`src/sv/tmc_pkg.sv`:
```
// Shared types, codes and constants for the tilt motion classifier.
package tmc_pkg;

    // Field widths
    localparam int ANGLE_W  = 16;
    localparam int MAG_W    = 15;
    localparam int MOVED_W  = 16;
    localparam int INDEX_W  = 10;
    localparam int LIMIT_W  = 16;
    localparam int STAT_W   = 15;
    localparam int CFG_IDX_W = 2;
    localparam int CFG_DATA_W = 16;

    // Square-root datapath: operands are magnitudes or box spans
    localparam int OP_W    = ANGLE_W + 1;
    localparam int RAD_W   = 2 * OP_W;
    localparam int ROOT_W  = RAD_W / 2;
    localparam int REM_W   = ROOT_W + 2;
    localparam int STEPS   = RAD_W / 2;
    localparam int STEP_CNT_W = $clog2(STEPS + 1);

    // Register reset values
    localparam logic [LIMIT_W-1:0] SMALL_LIMIT_RST = 16'd1500;
    localparam logic [LIMIT_W-1:0] LARGE_LIMIT_RST = 16'd3000;
    localparam logic [STAT_W-1:0]  STAT_LIMIT_RST  = 15'd500;

    // Saturation points
    localparam logic [MAG_W-1:0]   MAG_MAX   = '1;
    localparam logic [MOVED_W-1:0] MOVED_MAX = '1;

    // Register indexes
    typedef enum logic [CFG_IDX_W-1:0] {
        CFG_SMALL_LIMIT = 2'd0,
        CFG_LARGE_LIMIT = 2'd1,
        CFG_STAT_LIMIT  = 2'd2
    } cfg_index_t;

    // Request codes
    typedef enum logic {
        OP_SAMPLE = 1'b0,
        OP_FINISH = 1'b1
    } op_t;

    // Motion grades
    typedef enum logic [1:0] {
        CLASS_SMALL  = 2'd0,
        CLASS_MEDIUM = 2'd1,
        CLASS_LARGE  = 2'd2
    } motion_class_t;

    // Back-end sequencer states
    typedef enum logic [2:0] {
        BK_IDLE,
        BK_SQ_A,
        BK_SQ_B,
        BK_SQ_C,
        BK_ROOT,
        BK_RESULT
    } back_state_t;

    typedef struct packed {
        logic                      req_type;
        logic signed [ANGLE_W-1:0] roll;
        logic signed [ANGLE_W-1:0] pitch;
    } in_item_t;

    typedef struct packed {
        logic                      is_summary;
        logic [MAG_W-1:0]          magnitude;
        logic [INDEX_W-1:0]        sample_index;
        logic                      dropped;
        logic [1:0]                motion_class;
        logic [MOVED_W-1:0]        box_diagonal;
        logic signed [ANGLE_W-1:0] displacement;
        logic                      stationary;
    } out_item_t;

    // Decoded command passed from front to back through the queue
    typedef struct packed {
        op_t                       op;
        logic signed [ANGLE_W-1:0] roll;
        logic signed [ANGLE_W-1:0] pitch;
        logic [OP_W-1:0]           roll_abs;
        logic [OP_W-1:0]           pitch_abs;
    } cmd_t;

    typedef struct packed {
        logic [LIMIT_W-1:0] small_limit;
        logic [LIMIT_W-1:0] large_limit;
        logic [STAT_W-1:0]  stat_limit;
    } cfg_t;

    // Queue status seen by the front and the back
    typedef struct packed {
        logic full;
        logic empty;
    } q_status_t;

endpackage

```
`src/sv/tmc_if.sv`:
```
// Valid/ready channel interfaces for samples and results.
interface tmc_in_if;
    import tmc_pkg::*;
    logic     valid;
    logic     ready;
    in_item_t item;

    modport source (output valid, output item, input ready);
    modport sink   (input valid, input item, output ready);
endinterface

interface tmc_out_if;
    import tmc_pkg::*;
    logic      valid;
    logic      ready;
    out_item_t item;

    modport source (output valid, output item, input ready);
    modport sink   (input valid, input item, output ready);
endinterface

```
`src/sv/tmc_front.sv`:
```
// Front end: accepts requests, decodes them and pushes commands into the queue.
module tmc_front (
    tmc_in_if.sink            sample_ch,
    input  tmc_pkg::q_status_t q_status,
    output logic              push,
    output tmc_pkg::cmd_t     push_cmd
);
    import tmc_pkg::*;

    logic [OP_W-1:0] roll_ext;
    logic [OP_W-1:0] pitch_ext;

    // Accept whenever the queue has room
    assign sample_ch.ready = !q_status.full;
    assign push            = sample_ch.valid && !q_status.full;

    // Absolute values, one bit wider so that -32768 is exact
    assign roll_ext  = OP_W'(sample_ch.item.roll);
    assign pitch_ext = OP_W'(sample_ch.item.pitch);

    always_comb
    begin
        push_cmd.op    = sample_ch.item.req_type ? OP_FINISH : OP_SAMPLE;
        push_cmd.roll  = sample_ch.item.roll;
        push_cmd.pitch = sample_ch.item.pitch;
        push_cmd.roll_abs  = sample_ch.item.roll[ANGLE_W-1] ? (~roll_ext + 1'b1) : roll_ext;
        push_cmd.pitch_abs = sample_ch.item.pitch[ANGLE_W-1] ? (~pitch_ext + 1'b1) : pitch_ext;
    end

endmodule

```
`src/sv/tmc_queue.sv`:
```
// Two-entry command queue between the front and back ends.
module tmc_queue (
    input  logic               clk,
    input  logic               rst_n,
    input  logic               push,
    input  tmc_pkg::cmd_t      push_cmd,
    input  logic               pop,
    output tmc_pkg::cmd_t      pop_cmd,
    output tmc_pkg::q_status_t status
);
    import tmc_pkg::*;

    cmd_t       entry_reg [2];
    logic       wr_ptr_reg;
    logic       rd_ptr_reg;
    logic [1:0] count_reg;
    logic [1:0] count_next;

    assign status.full  = (count_reg == 2'd2);
    assign status.empty = (count_reg == 2'd0);
    assign pop_cmd      = entry_reg[rd_ptr_reg];

    always_comb
    begin
        count_next = count_reg;
        if (push && !pop)
            count_next = count_reg + 2'd1;
        else if (pop && !push)
            count_next = count_reg - 2'd1;
    end

    // Pointers and fill count
    always_ff @(posedge clk or negedge rst_n)
    begin
        if (!rst_n)
        begin
            wr_ptr_reg <= 1'b0;
            rd_ptr_reg <= 1'b0;
            count_reg  <= 2'd0;
        end
        else
        begin
            if (push)
                wr_ptr_reg <= ~wr_ptr_reg;
            if (pop)
                rd_ptr_reg <= ~rd_ptr_reg;
            count_reg <= count_next;
        end
    end

    // Storage
    always_ff @(posedge clk)
    begin
        if (push)
            entry_reg[wr_ptr_reg] <= push_cmd;
    end

endmodule

```
`src/sv/tmc_isqrt.sv`:
```
// Iterative floor square root, one result bit per cycle.
module tmc_isqrt (
    input  logic                       clk,
    input  logic                       rst_n,
    input  logic                       start,
    input  logic [tmc_pkg::RAD_W-1:0]  radicand,
    output logic                       done,
    output logic [tmc_pkg::ROOT_W-1:0] root
);
    import tmc_pkg::*;

    logic [RAD_W-1:0]      rad_reg;
    logic [REM_W-1:0]      rem_reg;
    logic [ROOT_W-1:0]     root_reg;
    logic [STEP_CNT_W-1:0] cnt_reg;
    logic                  busy_reg;
    logic                  done_reg;

    logic [REM_W-1:0] rem_shift;
    logic [REM_W-1:0] trial;
    logic             fits;

    assign root = root_reg;
    assign done = done_reg;

    // Bring down the next two radicand bits and try a one digit
    assign rem_shift = {rem_reg[REM_W-3:0], rad_reg[RAD_W-1:RAD_W-2]};
    assign trial     = {root_reg, 2'b01};
    assign fits      = (rem_shift >= trial);

    // Control
    always_ff @(posedge clk or negedge rst_n)
    begin
        if (!rst_n)
        begin
            busy_reg <= 1'b0;
            done_reg <= 1'b0;
            cnt_reg  <= '0;
        end
        else
        begin
            done_reg <= 1'b0;
            if (start)
            begin
                busy_reg <= 1'b1;
                cnt_reg  <= STEP_CNT_W'(STEPS);
            end
            else if (busy_reg)
            begin
                cnt_reg <= cnt_reg - 1'b1;
                if (cnt_reg == STEP_CNT_W'(1))
                begin
                    busy_reg <= 1'b0;
                    done_reg <= 1'b1;
                end
            end
        end
    end

    // Datapath
    always_ff @(posedge clk)
    begin
        if (start)
        begin
            rad_reg  <= radicand;
            rem_reg  <= '0;
            root_reg <= '0;
        end
        else if (busy_reg)
        begin
            rad_reg <= {rad_reg[RAD_W-3:0], 2'b00};
            if (fits)
            begin
                rem_reg  <= rem_shift - trial;
                root_reg <= {root_reg[ROOT_W-2:0], 1'b1};
            end
            else
            begin
                rem_reg  <= rem_shift;
                root_reg <= {root_reg[ROOT_W-2:0], 1'b0};
            end
        end
    end

endmodule

```
`src/sv/tmc_back.sv`:
```
// Back end: squares, square root, record state and the result register.
module tmc_back #(
    parameter int RECORD_DEPTH = 1024
) (
    input  logic               clk,
    input  logic               rst_n,
    input  tmc_pkg::cfg_t      cfg,
    input  tmc_pkg::q_status_t q_status,
    input  tmc_pkg::cmd_t      pop_cmd,
    output logic               pop,
    tmc_out_if.source          result_ch
);
    import tmc_pkg::*;

    localparam int CNT_W = $clog2(RECORD_DEPTH + 1);

    back_state_t state_reg;
    back_state_t state_next;

    cmd_t              cmd_reg;
    logic [RAD_W-1:0]  prod_reg;
    logic [RAD_W-1:0]  acc_reg;

    // Record state
    logic signed [ANGLE_W-1:0] roll_low_reg;
    logic signed [ANGLE_W-1:0] roll_high_reg;
    logic signed [ANGLE_W-1:0] pitch_low_reg;
    logic signed [ANGLE_W-1:0] pitch_high_reg;
    logic [MAG_W-1:0]          first_mag_reg;
    logic [MAG_W-1:0]          last_mag_reg;
    logic [CNT_W-1:0]          count_reg;

    logic      out_valid_reg;
    out_item_t out_item_reg;
    out_item_t out_item_next;

    logic                     sq_start;
    logic                     sq_done;
    logic [ROOT_W-1:0]        sq_root;
    logic signed [OP_W-1:0]   roll_span;
    logic signed [OP_W-1:0]   pitch_span;
    logic [OP_W-1:0]          op_a;
    logic [OP_W-1:0]          op_b;
    logic [OP_W-1:0]          mul_op;
    logic [RAD_W-1:0]         product;

    logic [MAG_W-1:0]          mag;
    logic [MOVED_W-1:0]        moved;
    logic                      full;
    logic [CNT_W+INDEX_W-1:0]  count_ext;
    logic signed [ANGLE_W-1:0] disp;
    logic [ANGLE_W-1:0]        adisp;
    motion_class_t             grade;

    // Sequencer
    always_ff @(posedge clk or negedge rst_n)
    begin
        if (!rst_n)
            state_reg <= BK_IDLE;
        else
            state_reg <= state_next;
    end

    always_comb
    begin
        state_next = state_reg;
        pop        = 1'b0;
        sq_start   = 1'b0;
        case (state_reg)
            BK_IDLE:
            begin
                if (!q_status.empty && !out_valid_reg)
                begin
                    pop        = 1'b1;
                    state_next = BK_SQ_A;
                end
            end
            BK_SQ_A:   state_next = BK_SQ_B;
            BK_SQ_B:   state_next = BK_SQ_C;
            BK_SQ_C:
            begin
                sq_start   = 1'b1;
                state_next = BK_ROOT;
            end
            BK_ROOT:
            begin
                if (sq_done)
                    state_next = BK_RESULT;
            end
            BK_RESULT: state_next = BK_IDLE;
            default:   state_next = BK_IDLE;
        endcase
    end

    // Squaring operands: sample magnitudes or box spans (spans are never negative)
    assign roll_span  = OP_W'(roll_high_reg) - OP_W'(roll_low_reg);
    assign pitch_span = OP_W'(pitch_high_reg) - OP_W'(pitch_low_reg);
    assign op_a   = (cmd_reg.op == OP_FINISH) ? OP_W'(roll_span) : cmd_reg.roll_abs;
    assign op_b   = (cmd_reg.op == OP_FINISH) ? OP_W'(pitch_span) : cmd_reg.pitch_abs;
    assign mul_op = (state_reg == BK_SQ_A) ? op_a : op_b;
    assign product = RAD_W'(mul_op) * RAD_W'(mul_op);

    always_ff @(posedge clk)
    begin
        if (pop)
            cmd_reg <= pop_cmd;
        if (state_reg == BK_SQ_A || state_reg == BK_SQ_B)
            prod_reg <= product;
        if (state_reg == BK_SQ_B)
            acc_reg <= prod_reg;
    end

    tmc_isqrt u_isqrt (
        .clk      (clk),
        .rst_n    (rst_n),
        .start    (sq_start),
        .radicand (acc_reg + prod_reg),
        .done     (sq_done),
        .root     (sq_root)
    );

    // Result arithmetic
    assign mag   = (sq_root > ROOT_W'(MAG_MAX)) ? MAG_MAX : sq_root[MAG_W-1:0];
    assign moved = (sq_root > ROOT_W'(MOVED_MAX)) ? MOVED_MAX : sq_root[MOVED_W-1:0];
    assign full  = (count_reg >= CNT_W'(RECORD_DEPTH));
    assign count_ext = {{INDEX_W{1'b0}}, count_reg};
    assign disp  = $signed({1'b0, last_mag_reg}) - $signed({1'b0, first_mag_reg});
    assign adisp = disp[ANGLE_W-1] ? ANGLE_W'(-disp) : ANGLE_W'(disp);

    // Small test first, then large
    always_comb
    begin
        if (moved < cfg.small_limit)
            grade = CLASS_SMALL;
        else if (moved < cfg.large_limit)
            grade = CLASS_MEDIUM;
        else
            grade = CLASS_LARGE;
    end

    // Record state update
    always_ff @(posedge clk or negedge rst_n)
    begin
        if (!rst_n)
        begin
            roll_low_reg   <= '0;
            roll_high_reg  <= '0;
            pitch_low_reg  <= '0;
            pitch_high_reg <= '0;
            first_mag_reg  <= '0;
            last_mag_reg   <= '0;
            count_reg      <= '0;
        end
        else if (state_reg == BK_RESULT)
        begin
            if (cmd_reg.op == OP_FINISH)
            begin
                roll_low_reg   <= '0;
                roll_high_reg  <= '0;
                pitch_low_reg  <= '0;
                pitch_high_reg <= '0;
                first_mag_reg  <= '0;
                last_mag_reg   <= '0;
                count_reg      <= '0;
            end
            else if (!full)
            begin
                if (count_reg == '0)
                    first_mag_reg <= mag;
                last_mag_reg <= mag;
                if (cmd_reg.roll < roll_low_reg)
                    roll_low_reg <= cmd_reg.roll;
                if (cmd_reg.roll > roll_high_reg)
                    roll_high_reg <= cmd_reg.roll;
                if (cmd_reg.pitch < pitch_low_reg)
                    pitch_low_reg <= cmd_reg.pitch;
                if (cmd_reg.pitch > pitch_high_reg)
                    pitch_high_reg <= cmd_reg.pitch;
                count_reg <= count_reg + 1'b1;
            end
        end
    end

    // Result register
    always_ff @(posedge clk or negedge rst_n)
    begin
        if (!rst_n)
            out_valid_reg <= 1'b0;
        else if (state_reg == BK_RESULT)
            out_valid_reg <= 1'b1;
        else if (result_ch.ready)
            out_valid_reg <= 1'b0;
    end

    // Result fields; the ones that do not apply stay zero
    always_comb
    begin
        out_item_next = '0;
        if (cmd_reg.op == OP_FINISH)
        begin
            out_item_next.is_summary   = 1'b1;
            out_item_next.motion_class = grade;
            out_item_next.box_diagonal = moved;
            out_item_next.displacement = disp;
            out_item_next.stationary   = (adisp < ANGLE_W'(cfg.stat_limit));
        end
        else
        begin
            out_item_next.magnitude    = mag;
            out_item_next.dropped      = full;
            out_item_next.sample_index = full ? '0 : count_ext[INDEX_W-1:0];
        end
    end

    always_ff @(posedge clk)
    begin
        if (state_reg == BK_RESULT)
            out_item_reg <= out_item_next;
    end

    assign result_ch.valid = out_valid_reg;
    assign result_ch.item  = out_item_reg;

endmodule

```
`src/sv/tilt_motion_classifier_top.sv`:
```
// Top level of the tilt motion classifier: channels, registers, front, queue and back.
//
// Each request (tilt sample or finish) goes through the back end in order: it is
// picked from the queue, the sum of squares is formed on a single 17x17 multiplier,
// the bit-serial square root runs until its done flag, the result and state are
// updated, and the next pick waits until the result register is free.
// The square-root unit is shared by the sample magnitude and the summary diagonal,
// so the back end handles one request at a time; a two-entry queue lets the input
// side keep accepting while a result waits to be taken. Writes to the limit
// registers are taken at any time and act on the next summary.
module tilt_motion_classifier_top #(
    parameter int RECORD_DEPTH = 1024
) (
    input  logic                               clk,
    input  logic                               rst_n,
    tmc_in_if.sink                             sample_ch,
    tmc_out_if.source                          result_ch,
    input  logic                               cfg_wr_en,
    input  logic [tmc_pkg::CFG_IDX_W-1:0]      cfg_index,
    input  logic [tmc_pkg::CFG_DATA_W-1:0]     cfg_data
);
    import tmc_pkg::*;

    cfg_t      cfg_reg;
    q_status_t q_status;
    logic      push;
    logic      pop;
    cmd_t      push_cmd;
    cmd_t      pop_cmd;

    // Limit registers; writes to an unused index are dropped
    always_ff @(posedge clk or negedge rst_n)
    begin
        if (!rst_n)
        begin
            cfg_reg.small_limit <= SMALL_LIMIT_RST;
            cfg_reg.large_limit <= LARGE_LIMIT_RST;
            cfg_reg.stat_limit  <= STAT_LIMIT_RST;
        end
        else if (cfg_wr_en)
        begin
            case (cfg_index)
                CFG_SMALL_LIMIT: cfg_reg.small_limit <= cfg_data[LIMIT_W-1:0];
                CFG_LARGE_LIMIT: cfg_reg.large_limit <= cfg_data[LIMIT_W-1:0];
                CFG_STAT_LIMIT:  cfg_reg.stat_limit  <= cfg_data[STAT_W-1:0];
                default: ;
            endcase
        end
    end

    tmc_front u_front (
        .sample_ch (sample_ch),
        .q_status  (q_status),
        .push      (push),
        .push_cmd  (push_cmd)
    );

    tmc_queue u_queue (
        .clk      (clk),
        .rst_n    (rst_n),
        .push     (push),
        .push_cmd (push_cmd),
        .pop      (pop),
        .pop_cmd  (pop_cmd),
        .status   (q_status)
    );

    tmc_back #(
        .RECORD_DEPTH (RECORD_DEPTH)
    ) u_back (
        .clk       (clk),
        .rst_n     (rst_n),
        .cfg       (cfg_reg),
        .q_status  (q_status),
        .pop_cmd   (pop_cmd),
        .pop       (pop),
        .result_ch (result_ch)
    );

endmodule

```
`src/flat_wrapper.sv`:
```
// flat-port wrapper written by rule: the top's interface ports become plain ports
module tilt_motion_classifier_top_flat import tmc_pkg::*;
#(
    parameter int RECORD_DEPTH = 1024
)
  (clk, rst_n, cfg_wr_en, cfg_index, cfg_data, sample_ch_valid, sample_ch_item, sample_ch_ready, result_ch_valid, result_ch_item, result_ch_ready);
  tmc_in_if sample_ch_i ();
  tmc_out_if result_ch_i ();
  input  logic clk;
  input  logic rst_n;
  input  logic cfg_wr_en;
  input  logic [tmc_pkg::CFG_IDX_W-1:0] cfg_index;
  input  logic [tmc_pkg::CFG_DATA_W-1:0] cfg_data;
  input wire logic [$bits(sample_ch_i.valid)-1:0] sample_ch_valid;
  input wire logic [$bits(sample_ch_i.item)-1:0] sample_ch_item;
  output wire logic [$bits(sample_ch_i.ready)-1:0] sample_ch_ready;
  output wire logic [$bits(result_ch_i.valid)-1:0] result_ch_valid;
  output wire logic [$bits(result_ch_i.item)-1:0] result_ch_item;
  input wire logic [$bits(result_ch_i.ready)-1:0] result_ch_ready;
  assign sample_ch_i.valid = sample_ch_valid;
  assign sample_ch_i.item = sample_ch_item;
  assign sample_ch_ready = sample_ch_i.ready;
  assign result_ch_valid = result_ch_i.valid;
  assign result_ch_item = result_ch_i.item;
  assign result_ch_i.ready = result_ch_ready;
  tilt_motion_classifier_top #(.RECORD_DEPTH(RECORD_DEPTH)) u_core (.clk(clk), .rst_n(rst_n), .sample_ch(sample_ch_i), .result_ch(result_ch_i), .cfg_wr_en(cfg_wr_en), .cfg_index(cfg_index), .cfg_data(cfg_data));
endmodule
```
`config.mk`:
```
export PLATFORM = sky130hd
export DESIGN_NAME = tilt_motion_classifier_top_flat
export DESIGN_NICKNAME = d
export VERILOG_FILES = /design/src/sv/tmc_pkg.sv /design/src/sv/tmc_if.sv /design/src/sv/tmc_front.sv /design/src/sv/tmc_queue.sv /design/src/sv/tmc_isqrt.sv /design/src/sv/tmc_back.sv /design/src/sv/tilt_motion_classifier_top.sv /design/src/flat_wrapper.sv
export SDC_FILE = /design/constraint.sdc
export NUM_CORES = 2
export LEC_CHECK = 0
export ABC_AREA = 1
export BUFFER_PORTS_ARGS = -buffer_cell sky130_fd_sc_hd__buf_2
export CORE_UTILIZATION = 53
export DETAILED_ROUTE_END_ITERATION = 8
export PLACE_DENSITY = 0.79
export SLEW_MARGIN = 10
export SYNTH_ARGS = -nofsm -noshare
export SYNTH_HDL_FRONTEND = slang
export SYNTH_SLANG_ARGS = --single-unit
```
`constraint.sdc`:
```
create_clock -name clk -period 11.5 [get_ports clk]
set_clock_uncertainty 0.2 [all_clocks]
set_input_delay 0 -clock clk [delete_from_list [all_inputs] [get_ports clk]]
set_output_delay 0 -clock clk [all_outputs]
set_load 0.02 [all_outputs]
```
[After elaboration in Yosys (flattened, before gate mapping)]
Memories as Yosys holds them, arrays and structs flattened. A register that Yosys moved wholly into a read port is not among the register bits.
Index checks and enable logic that the tools add are counted.
Storage, ports and cells
  register bits: 365
  memory bits (writable): 134
  bits of input ports: 56
  output and inout port bits: 64
  logic and storage cells: 161
  memories kept: 1
Operators by class
  add/sub/neg operators: 12
  multiply operators: 1
  $lt $le $gt $ge: 11
  equal/unequal tests: 12
  multiplexer cells: 54
  bitwise operators: 5
  reduce and logical (&&, ||, !) cells: 34
Memories
  u_core.u_queue.entry_reg: depth 2, width 67, rd ports 1, clocked after Yosys merged registers in 1, wr ports 1, RTL line tmc_queue.sv:13  | cmd_t entry_reg [2];
Operator list (number)
  $mux W16: 14
  $mux W17: 6
  $mux W15: 6
  $mux W34: 2
  $lt A16 B16 Y1: 4
  $add A17 B1 Y17 const B: 2
  $add A34 B34 Y34: 1
  $mul A17 B17 Y34: 1
  $not A17 Y17: 2
  $sub A16 B16 Y17: 2
  $gt A16 B16 Y1: 2
  $mux W11: 2
  $ge A19 B19 Y1: 1
  $gt A17 B15 Y1 const B: 1
  $gt A17 B16 Y1 const B: 1
  $sub A17 B17 Y17: 1
  $lt A16 B15 Y1: 1
  $mux W1: 16
  $neg A16 Y16: 1
  $reduce_bool A2 Y1: 8
  $sub A15 B15 Y16: 1
  $pmux W3 S5: 1
  $reduce_and A3 Y1: 5
  $add A11 B1 Y11 const B: 1
  24 further kinds: 47

[Logic depth before layout (Yosys ltp)]
  depth after elaboration: 8
  mapped depth: 39
  mapped depth without buffers: 38

[Hierarchy]
From an unflattened synthesis, not the netlist that was laid out.
Unflattened totals
  cells, all modules: 4396
  area total of the unflattened synthesis: 39527.9 um^2
By module, submodules not included
  tmc_back: instances 1, cells an instance 3157, area each 26872.0 um^2, sequential area each 8583.2 um^2
  tmc_queue: instances 1, cells an instance 234, area each 5132.4 um^2, sequential area each 4124.0 um^2
  tmc_isqrt: instances 1, cells an instance 576, area each 4408.0 um^2, sequential area each 1876.8 um^2
  tilt_motion_classifier_top: instances 1, cells an instance 209, area each 1949.4 um^2, sequential area each 1201.2 um^2
  tmc_front: instances 1, cells an instance 220, area each 1166.1 um^2, sequential area each 0.0 um^2

[Worst setup path after synthesis]
OpenSTA, ideal clock, no wires.
  path type: register to register
  start point: register u_core.u_back.pitch_low_reg[0]
  end point: register u_core.u_back.prod_reg[24] (data pin)
  arrival time: 6.679 ns
  slack: 4.356 ns
  stages on the path, launching flop included: 34
  buffers on the path: 1
  period minus slack after synthesis: 7.144 ns
  cells stage by stage: dfrtp_1 ha_1 fa_1 inv_1 nand2_1 nand2_1 nand4_1 nand2_1 a21o_1 nor2_1 o211ai_2 nand2_2 buf_4 inv_2 nand2_1 fa_1 inv_1 fa_1 inv_1 fa_1 inv_1 fa_1 fa_1 inv_1 fa_1 inv_1 ha_1 a21oi_1 inv_1 a21oi_1 o21ai_2 a21boi_0 o21ai_0 xor2_1
Between the ends
  longest elaborated chain between the ends: 4
RTL lines
  start: declaration: RTL line tmc_back.sv:27  | logic signed [ANGLE_W-1:0] pitch_low_reg;
  start signal: assignment: RTL line tmc_back.sv:176  | pitch_low_reg <= cmd_reg.pitch;
  $sub A16 B16 Y17: RTL line tmc_back.sv:97  | assign pitch_span = OP_W'(pitch_high_reg) - OP_W'(pitch_low_reg);
  $mux W17: RTL line tmc_back.sv:99  | assign op_b = (cmd_reg.op == OP_FINISH) ? OP_W'(pitch_span) : cmd_reg.pitch_abs;
  $mux W17: RTL line tmc_back.sv:100  | assign mul_op = (state_reg == BK_SQ_A) ? op_a : op_b;
  $mul A17 B17 Y34: RTL line tmc_back.sv:101  | assign product = RAD_W'(mul_op) * RAD_W'(mul_op);
  via u_core.u_back.product[24]: RTL line tmc_back.sv:45  | logic [RAD_W-1:0] product;
  end signal: assignment: RTL line tmc_back.sv:108  | prod_reg <= product;
  end: declaration: RTL line tmc_back.sv:21  | logic [RAD_W-1:0] prod_reg;
The timed path passes the listed nets, and every way through them passes these cells.
A chain may end at the register's enable or synchronous reset.

[Final worst setup path]
  start point: register, netlist name u_core.u_back.cmd_reg[66]
  end point: register u_core.u_back.prod_reg[24] (data pin)
Between the ends
  longest elaborated chain between the ends: 3
  elaborated cells on any way between the ends: 4
  those cells by class: mul (1); mux (3)
RTL lines (RTL line)
  $mux W17, on equally long branches: tmc_back.sv:99, tmc_back.sv:98
  $mux W17 *: tmc_back.sv:100
  $mul A17 B17 Y34 *: tmc_back.sv:101
  via u_core.u_back.product[24]: tmc_back.sv:45
Mark *: on every way through the listed nets, which the timed path passes. The rest lies on a longest branch.

==> run_results.csv <==
group,metric,value,unit
sta,fmax,0.120,GHz
global_route,grt_use_total,0.247,
logic_synthesis,syn_avg_cell_area,9.34,um2
clocking,cts_buffer_depth,3,
setup_path,worstSetupPathType,"flip-flop to flip-flop",
global_route,grt_pass1_vias,29400,
setup_path,path_cells,"clkinv_2, o211ai_1, nand2_1, inv_1, nand2_1, fa_1, inv_1, fa_1, ha_1, fa_1, inv_1, fa_1, fa_1, inv_1, ha_1, a21oi_1, o21ai_0, a21oi_1, o21ai_2, a21boi_0, o21ai_0, xor2_1",
cells_and_area,layout.cells.most_common_list,"739 x nand2_1, 684 x inv_1, 357 x edfxtp_1, 318 x ha_1, 291 x nor2_1",
placed_design,dp_slack,3.37,ns
cells_and_area,n_fill_cell,5803,
route,viasPerCell,5.44,
logic_synthesis,synthFlopType,"edfxtp_1",
logic_synthesis,synth-async-reset-ratio,0.299,
run,cap_violations,0,
die,io_pins,120,
logic_synthesis,ys_seq_elements,558,
cells_and_area,drive_above_1_share,0.109,
route,antenna_left,0,
logic_synthesis,netlist_area,38300,um2
logic_synthesis,synth-xor-area-share,0.0277,
logic_synthesis,synth_adder_area_share,0.206,
logic_synthesis,synth_mux_area_frac,0.0194,
global_route,grt_pass1_wl,147000,um
setup_path,crit_path_top_delay_cell,"clkinv_2",
logic_synthesis,synthSimpleGateAreaFrac,0.162,
sta,relSlewSlack,0.211,
cells_and_area,largest_reg_flops,130,
cells_and_area,fin_nets,4867,
setup_path,worstPathRequired,11.67,ns
die,start_util,0.536,
sta,hold_viol,0,
setup_path,r2r_start,"u_core.u_back.cmd_reg[66]$_DFFE_PP_",
die,coreArea,71500,um2
setup_path,startpoint,"u_core.u_back.cmd_reg[66]$_DFFE_PP_",
setup_path,worstSetupEndpoint,"u_core.u_back.prod_reg[24]$_DFFE_PP_",
placed_design,post_dp_cell_area,39700,um2
sta,finalSetupViolations,0,
setup_path,ff2ff_setup_slack,3.19,ns
min_path,hp-class,"input port to flip-flop",
die,row_count,98,
clocking,clkTransAtPathRegs,0.06,ns
sta,min_period,8.31,ns
clocking,cts.sinks,558,
setup_path,cp_common_cell,"fa_1",
logic_synthesis,synthDistinctLibCells,68,
run_status,status,"finished clean",
global_route,grt_max_degree,102,
clocking,postCtsResizedCells,0,
setup_path,cp-end-kind,"flip-flop",
cells_and_area,syn_to_final_growth,11.8,%
logic_synthesis,synth_top_family_by_area,"adder cells",
clocking,insertion_delay,0.66,ns
sta,worst_pin_slew,1.18,ns
setup_path,crit_fanout,71,
clocking,tritoncts,"built",
sta,rsz0062_at_grt,"no",
logic_synthesis,syn_inst,4102,
route,firstDrtPassIters,6,
die,die_area,73400,um2
setup_path,startpoint_type,"flip-flop",
sta,period_share,0.722,
die,die_h,271,um
sta,setup_slack,3.19,ns
sta,fin_tns_setup,0,ns
clocking,cts_root_buf,"clkbuf_16",
placed_design,place.gp.congestion,0.961,
global_route,gr-total-overflow,0,
sta,slew_viol_final,0,
placed_design,dp_hpwl,65800,um
setup_path,cp_data_arrival_time,8.47,ns
global_route,antenna_found_initial,0,
placed_design,portBuffers,119,
clocking,cts_buffers,59,
logic_synthesis,synth-compound-area-share,0.0936,
route,wire_per_inst,16.9,um
setup_path,cp_slowest_stage_delay,0.81,ns
cells_and_area,final_common_cell,"nand2_1",
logic_synthesis,yosysWarnings,0,
clocking,htreeDepth,2,
route,wl,89700,um
route,route.detailed.drc,0,
route,vias,28800,
route,initialDrtViolationCount,2161,
setup_path,timing.rr.end,"u_core.u_back.prod_reg[24]$_DFFE_PP_",
cells_and_area,stdcell_area,42800,um2
logic_synthesis,synth_enable_flop_cells,357,
die,fp.dieW,271,um
logic_synthesis,synth-seq-area-share,0.407,
setup_path,reg2reg_depth,22,
## repair_timing
action / CTS / global route
hold buffers: 98 / 0
hold endpoints to repair: 280 / 0
setup buffers: 0 / 0
## final cells by class
type,instances,area (um2),area share
antenna,1,2.50,0.0000584
clock buffer,72,1610,0.0375
clock inverter,40,500,0.0117
inverter,705,2650,0.0618
multi-input combinational,2737,19500,0.456
sequential,558,15600,0.364
tap,950,1190,0.0278
timing repair buffer,237,1750,0.0409
## through the flow
step	std cells	hold slack (ns)	util
after global placement	5089	-0.0172	0.556
final	5300	0.0153	0.599
after detailed placement	5089	-0.00843	0.556
after floorplan	4105	-0.496	-
after CTS	5299	0.00458	0.599
after global routing	5299	0.0272	0.599
## cell families after synthesis
logic type               Yosys count
AO/OA/AOI/OAI                    614
XOR/XNOR                         121
adder cells (fa/ha/maj)          513
buffers and inverters            810
flip-flops                       558
multiplexers                      66
other                              1
AND/OR/NAND/NOR                 1419
## per-layer routing
layer	vias to the layer above	wire (um)	GRT usage
met3	197	4690	0.0335
met4	0	2990	0.0870
li1	13900	-	-
met2	865	44700	0.436
met5	-	0	0
met1	13900	37400	0.308
## cells in the mapped netlist (18+ instances only)
master	count	share of area
nand2_2	18	0.0029
mux2_2	65	0.019
nand2_1	739	0.072
fa_1	195	0.10
xor2_1	72	0.016
inv_1	687	0.067
o21ai_0	188	0.025
dfstp_2	20	0.014
nand3_1	185	0.024
nor2_1	293	0.029
ha_1	318	0.10
o21ai_2	21	0.0048
dfxtp_1	34	0.018
nor3_1	41	0.0054
a21oi_1	247	0.032
a31oi_1	18	0.0029
buf_2	24	0.0031
nand4_1	52	0.0085
dfrtp_1	147	0.096
edfxtp_1	357	0.28
clkbuf_1	49	0.0048
o21ai_1	20	0.0026
xnor2_1	49	0.011
## worst max-delay path: cells and delay by family, from the launching register on
kind / cells / cell delay (ns)
adder cells (fa/ha/maj): 7 / 3.21
AO/OA/AOI/OAI: 7 / 1.92
buffers and inverters: 5 / 1.40
XOR/XNOR: 1 / 0.16
AND/OR/NAND/NOR: 2 / 0.72
flip-flops: 1 / 0.38
## how the worst min path moves through the flow
stage	startpoint	end	slack [ns]	cells after the start
3_5_place_dp	rst_n	u_core.u_back.pitch_high_reg[3]$_DFFE_PN0P_	-0.008	1
2_1_floorplan	rst_n	u_core.cfg_reg[0]$_DFFE_PN0P_	-0.50	0
5_1_grt	cfg_data[8]	u_core.cfg_reg[23]$_DFFE_PN1P_	0.03	4
6_report	cfg_wr_en	u_core.cfg_reg[6]$_DFFE_PN1P_	0.02	4
3_3_place_gp	rst_n	u_core.u_back.pitch_high_reg[3]$_DFFE_PN0P_	-0.02	1
4_1_cts	cfg_data[8]	u_core.cfg_reg[23]$_DFFE_PN1P_	0.005	4
Power is left out: the tool's default activity adds up to more than one toggle a clock period on the data nets, which glitch-free logic cannot reach.
